## config.mk

```make
export PLATFORM = sky130hd
export DESIGN_NAME = bht_front
export DESIGN_NICKNAME = d
export VERILOG_FILES = /design/src/hw/rtl/bht_pkg.sv /design/src/hw/rtl/bht_front.sv
export SDC_FILE = /design/constraint.sdc
export NUM_CORES = 1
export LEC_CHECK = 0
export ABC_AREA = 0
export BUFFER_PORTS_ARGS = -buffer_cell sky130_fd_sc_hd__buf_4
export CORE_UTILIZATION = 55
export DETAILED_ROUTE_END_ITERATION = 10
export PLACE_DENSITY_LB_ADDON = 0.08
export SYNTH_ARGS = -nofsm -noshare
export SYNTH_HDL_FRONTEND = slang
export SYNTH_SLANG_ARGS = --single-unit
```

## constraint.sdc

```tcl
create_clock -name clk -period 10.9 [get_ports clk]
set_input_delay 1.09 -clock clk [delete_from_list [all_inputs] [get_ports clk]]
set_output_delay 1.09 -clock clk [all_outputs]
set_load 0.01 [all_outputs]
```

## src/hw/rtl/bht_pkg.sv

```systemverilog
// Types and constants for the bucketed hash table.
// Used by every module of the block; depends on nothing.
package bht_pkg;

    typedef enum logic [2:0] {
        CMD_INSERT   = 3'd0,
        CMD_UPDATE   = 3'd1,
        CMD_GET      = 3'd2,
        CMD_CONTAINS = 3'd3,
        CMD_REMOVE   = 3'd4
    } bht_cmd_t;

    typedef enum logic [1:0] {
        ST_OK        = 2'd0,
        ST_NOT_FOUND = 2'd1,
        ST_DUPLICATE = 2'd2,
        ST_FULL      = 2'd3
    } bht_status_t;

    localparam int unsigned COUNT_W = 11;

    typedef struct packed {
        logic [2:0]  cmd;
        logic [63:0] lookup_key;
        logic [63:0] value_in;
    } bht_req_t;

    typedef struct packed {
        logic [1:0]         status;
        logic [63:0]        value_out;
        logic [COUNT_W-1:0] entry_count;
    } bht_rsp_t;

    // Back-end execution states.
    typedef enum logic [1:0] {
        EX_IDLE,
        EX_READ,
        EX_WRITE,
        EX_RESP
    } bht_ex_state_t;

endpackage

```

## src/hw/rtl/bht_front.sv

```systemverilog
// Front end: accept requests and hold them in a two-entry queue.
// Depends on bht_pkg.
module bht_front
    import bht_pkg::*;
(
    input  logic     clk,
    input  logic     rst_n,
    input  logic     in_valid,
    output logic     in_ready,
    input  bht_req_t in_req,
    output logic     q_valid,
    input  logic     q_ready,
    output bht_req_t q_req
);

    bht_req_t  entry_reg [2];
    logic      wr_ptr_reg, wr_ptr_next;
    logic      rd_ptr_reg, rd_ptr_next;
    logic [1:0] fill_reg, fill_next;
    logic      push, pop;

    assign in_ready = (fill_reg != 2'd2);
    assign q_valid  = (fill_reg != 2'd0);
    assign q_req    = entry_reg[rd_ptr_reg];
    assign push     = in_valid && in_ready;
    assign pop      = q_valid && q_ready;

    // Advance pointers and fill level.
    always_comb
    begin
        wr_ptr_next = push ? ~wr_ptr_reg : wr_ptr_reg;
        rd_ptr_next = pop ? ~rd_ptr_reg : rd_ptr_reg;
        fill_next   = fill_reg + {1'b0, push} - {1'b0, pop};
    end

    always_ff @(posedge clk or negedge rst_n)
    begin
        if (!rst_n)
        begin
            wr_ptr_reg <= 1'b0;
            rd_ptr_reg <= 1'b0;
            fill_reg   <= 2'd0;
        end
        else
        begin
            wr_ptr_reg <= wr_ptr_next;
            rd_ptr_reg <= rd_ptr_next;
            fill_reg   <= fill_next;
        end
    end

    // Store the incoming request.
    always_ff @(posedge clk)
    begin
        if (push)
        begin
            entry_reg[wr_ptr_reg] <= in_req;
        end
    end

endmodule

```

Yosys cells after proc, flatten, opt, wreduce, memory -nomap -nowiden
Memories as Yosys holds them, arrays and structs flattened.
Index checks and enable logic that the tools add are counted.
{ "totals": {"regBits": 4, "latch_bits": 0, "ramBits": 262, "rom_bits": 0, "elab_cells": 14, "mem_count": 1} }
{ "memory_table": {"columns": ["name", "words", "word_bits", "rd", "rd_clocked_by_memory_dff", "wr", "line_no", "rtl"], "rows": [
  ["entry_reg", 2, 131, 1, 0, 1, "bht_front.sv:16", "bht_req_t entry_reg [2];"]
]} }
{ "classes": {"addsub": 2, "n_mul": 0, "div_mod_pow": 0, "order_cmp": 0, "eq_ne": 1, "shifts": 0, "muxes": 2, "n_bitwise": 2, "reduce_logical": 3} }
{ "ops": {"columns": ["operator", "count"], "rows": [
  ["$add A2 B1 Y2", 1],
  ["$logic_and A1 B1 Y1", 2],
  ["$mux W1", 2],
  ["$ne A2 B2 Y1 const B", 1],
  ["$not A1 Y1", 2],
  ["$reduce_bool A2 Y1", 1],
  ["$sub A2 B1 Y2", 1]
]} }

Depth between registers and ports, before layout
{ "logic_depth": {"depth_word": 4, "mapped_depth": 7, "ltp_nobuf": 7} }

Least setup slack after synthesis
No wires, ideal clock.
{ "synth_path": {"path_kind": "input -> register", "startpoint": "input in_valid", "endpoint": "memory entry_reg[0][0] (netlist name) (enable)", "arrival_ns": 6.628, "required_time_ns": 10.277, "setup_slack_ns": 3.649, "path_stages": 2, "path_buffers": 0, "cell_sequence": "nand2_1 > nor2_1"} }
{ "synth_between": {"elab_chain_len": 3} }
{ "synth_lines": {"columns": ["item", "line_no", "rtl"], "rows": [
  ["start: declaration", "bht_front.sv:8", "input logic in_valid,"],
  ["$logic_and A1 B1 Y1", "bht_front.sv:25", "assign push = in_valid && in_ready;"],
  ["$mux W1", "bht_front.sv:55", "if (push)"],
  ["$mux W1 (implied by the code)", "bht_front.sv:57", "entry_reg[wr_ptr_reg] <= in_req;"],
  ["end: declaration", "bht_front.sv:16", null]
]} }
Every way passes these cells.

==> flow_summary_export.csv <==
group,metric,value,unit
outcome,status,"complete, no violations",
global_routing,grt_max_degree,78,
critical_path,worst_setup_path_start_kind,"register",
synth,yosysUniqueCellTypes,17,
critical_path,r2r-start,"fill_reg[1]",
timing,holdWs,0.361,ns
synth,ys_seq_area_share,79.8,%
floorplan,io_pins,268,
timing,finClkSkew,0.0115,ns
global_routing,grt_pass1_wl,26.9,mm
global_routing,antenna_found_initial,0,
detailed_routing,vias,4862,
final_layout,largest_reg_flops,262,
synth,ys_seq_elements,266,
global_routing,overflow,0,
placed_design,io_buffers,267,
detailed_routing,drcViolationCount,0,
synth,avgSynthCellArea,23.5,sq um
final_layout,final_common_cell,"buf_4",
synth,syn_area,0.00998,sq mm
final_layout,fill_cells,1090,
clock_tree,postCtsHoldBufs,0,
detailed_routing,routed_wl,18.3,mm
final_layout,syn_to_final_growth,29.5,%
final_layout,n_antenna_cell,0,
detailed_routing,drtIter0Drc,230,
clock_tree,tritoncts,"built",
final_layout,fin_cells,952,
floorplan,die_area,0.0187,sq mm
clock_tree,postCtsSetupRepairBufs,0,
clock_tree,cts_sinks,266,
floorplan,core,0.0175,sq mm
placed_design,dp.cells,906,
placed_design,gp_congestion,0.759,
synth,syn_nets,562,
final_layout,final_cell_mix,"buf_4 (271), edfxtp_1 (262), mux2_4 (80), mux2_2 (51), clkbuf_16 (27)",
power_and_ir_drop,p_total,0.00344,W
timing,rsz0062_at_grt,"false",
critical_path,critical_path_required,9.81,ns
timing,setup_tns,0,ns
timing,drv_slew,0,
clock_tree,root_buffer,"clkbuf_16",
synth,yosysWarnings,0,
synth,syn_inst,425,
timing,worst_pin_slew,1.17,ns
floorplan,die_w,137,um
clock_tree,post_cts_resized,0,
timing,fmax,226,MHz
run,cap_violations,0,
detailed_routing,via_per_inst,5.11,
critical_path,crit_fanout,75,
critical_path,cp-end-kind,"output port",
worst_hold_path,hp-class,"input pin to asynchronous set/reset pin",
detailed_routing,ant_nets,0,
final_layout,fin_area,0.0129,sq mm
detailed_routing,wl_per_cell,19.2,um
clock_tree,cts_buffer_depth,3,
final_layout,drive_gt1_share,59.8,%
power_and_ir_drop,power_leakage,5.05,nW
critical_path,arrival,3.34,ns
timing,final-setup-viol-count,0,
timing,min_period,4.43,ns
detailed_routing,dr.pass1.iters,4,
critical_path,worstSetupPathType,"register to output port",
power_and_ir_drop,ir_drop,0.198,mV
floorplan,initial_utilization,56.9,%
floorplan,fp.dieH,137,um
power_and_ir_drop,power.density,266,mW/mm^2
floorplan,rows,48,
timing,period_share,40.7,%
global_routing,grt_pass1_vias,5140,
placed_design,placed_area,0.0122,sq mm
critical_path,startpoint,"rd_ptr_reg",
final_layout,layout.nets,847,
clock_tree,clk_pin_slew,0.06,ns
global_routing,grt_usage,19.4,%
placed_design,hpwl,12.1,mm
clock_tree,numCtsBuffers,27,
timing,hold_violations,0,
timing,timing.slew.headroom,21.9,%
clock_tree,clk_latency,0.51,ns
clock_tree,htree_levels,1,
## cells in the mapped netlist
| cell type | n | area [sq um] |
|---|---|---|
| buf_8 | 1 | 15.0 |
| mux2_2 | 51 | 574 |
| and2_1 | 1 | 6.26 |
| nand2_1 | 1 | 3.75 |
| buf_2 | 5 | 25.0 |
| edfxtp_1 | 262 | 7870 |
| buf_6 | 9 | 101 |
| and3_1 | 1 | 6.26 |
| nor2_1 | 1 | 3.75 |
| nand2b_1 | 1 | 6.26 |
| inv_1 | 1 | 3.75 |
| or2_2 | 1 | 6.26 |
| dfrtp_1 | 4 | 100 |
| xor2_1 | 1 | 8.76 |
| xnor2_1 | 3 | 26.3 |
| ha_1 | 2 | 25.0 |
| mux2_4 | 80 | 1200 |
## where the power goes
part / switching, W / leakage, nW / total, W / internal [W]
sequential: 0.000109 / 2.48 / 0.00151 / 0.00140
clock: 0.000340 / 0.365 / 0.000802 / 0.000462
combinational: 0.000499 / 2.21 / 0.00113 / 0.000632
total: 0.000947 / 5.05 / 0.00344 / 0.00250
## worst paths after layout
check,end,slack (ns),depth (start not counted)
min in group clk,fill_reg[0],0.53,1
max in group asynchronous,rd_ptr_reg,10.42,1
worst max-delay path,q_req[5],6.47,3
worst max register to register,entry_reg[1][46],8.29,3
worst min-delay path,fill_reg[1],0.36,1
worst min register to register,fill_reg[0],0.53,1
## worst max-delay path, cell delays in order (launching register included)
cell and delay (ns):
dfrtp_4 1.06, buf_4 1.02, mux2_2 0.45, buf_4 0.15
## routing by layer
metal | track usage [%] | wire, um
met1 | 23.1 | 6990
met2 | 33.6 | 9330
met3 | 5.59 | 1560
met4 | 6.60 | 435
met5 | 0 | 0
## per-stage QoR
step                util, %  worst slack (ns)
finish                 73.7              6.47
global route           73.7              6.33
CTS                    73.7              6.45
detailed placement     69.4              7.00
global placement       69.4              6.99
floorplan                 -              3.65
## layout make-up
class	count	area [sq um]	share of cell area [%]
flip-flops and latches	266	7970	61.7
clock buffers	42	742	5.74
repair buffers	271	2030	15.7
well taps	225	282	2.18
multi-input cells	143	1880	14.5
clock inverters	4	16.3	0.126
inverters	1	3.75	0.0290
## kinds of logic (layout without fill, tap and decap cells)
group         count (synthesis)  count (layout)  synth area share, %
flops                       266             266                 79.8
mux                         131             131                 17.8
buf+inv                      16             318                 1.45
simple gates                  6               6                0.326
xor+xnor                      4               4                0.351
fa+ha+maj                     2               2                0.251
Power figures use the tool's default switching activity.
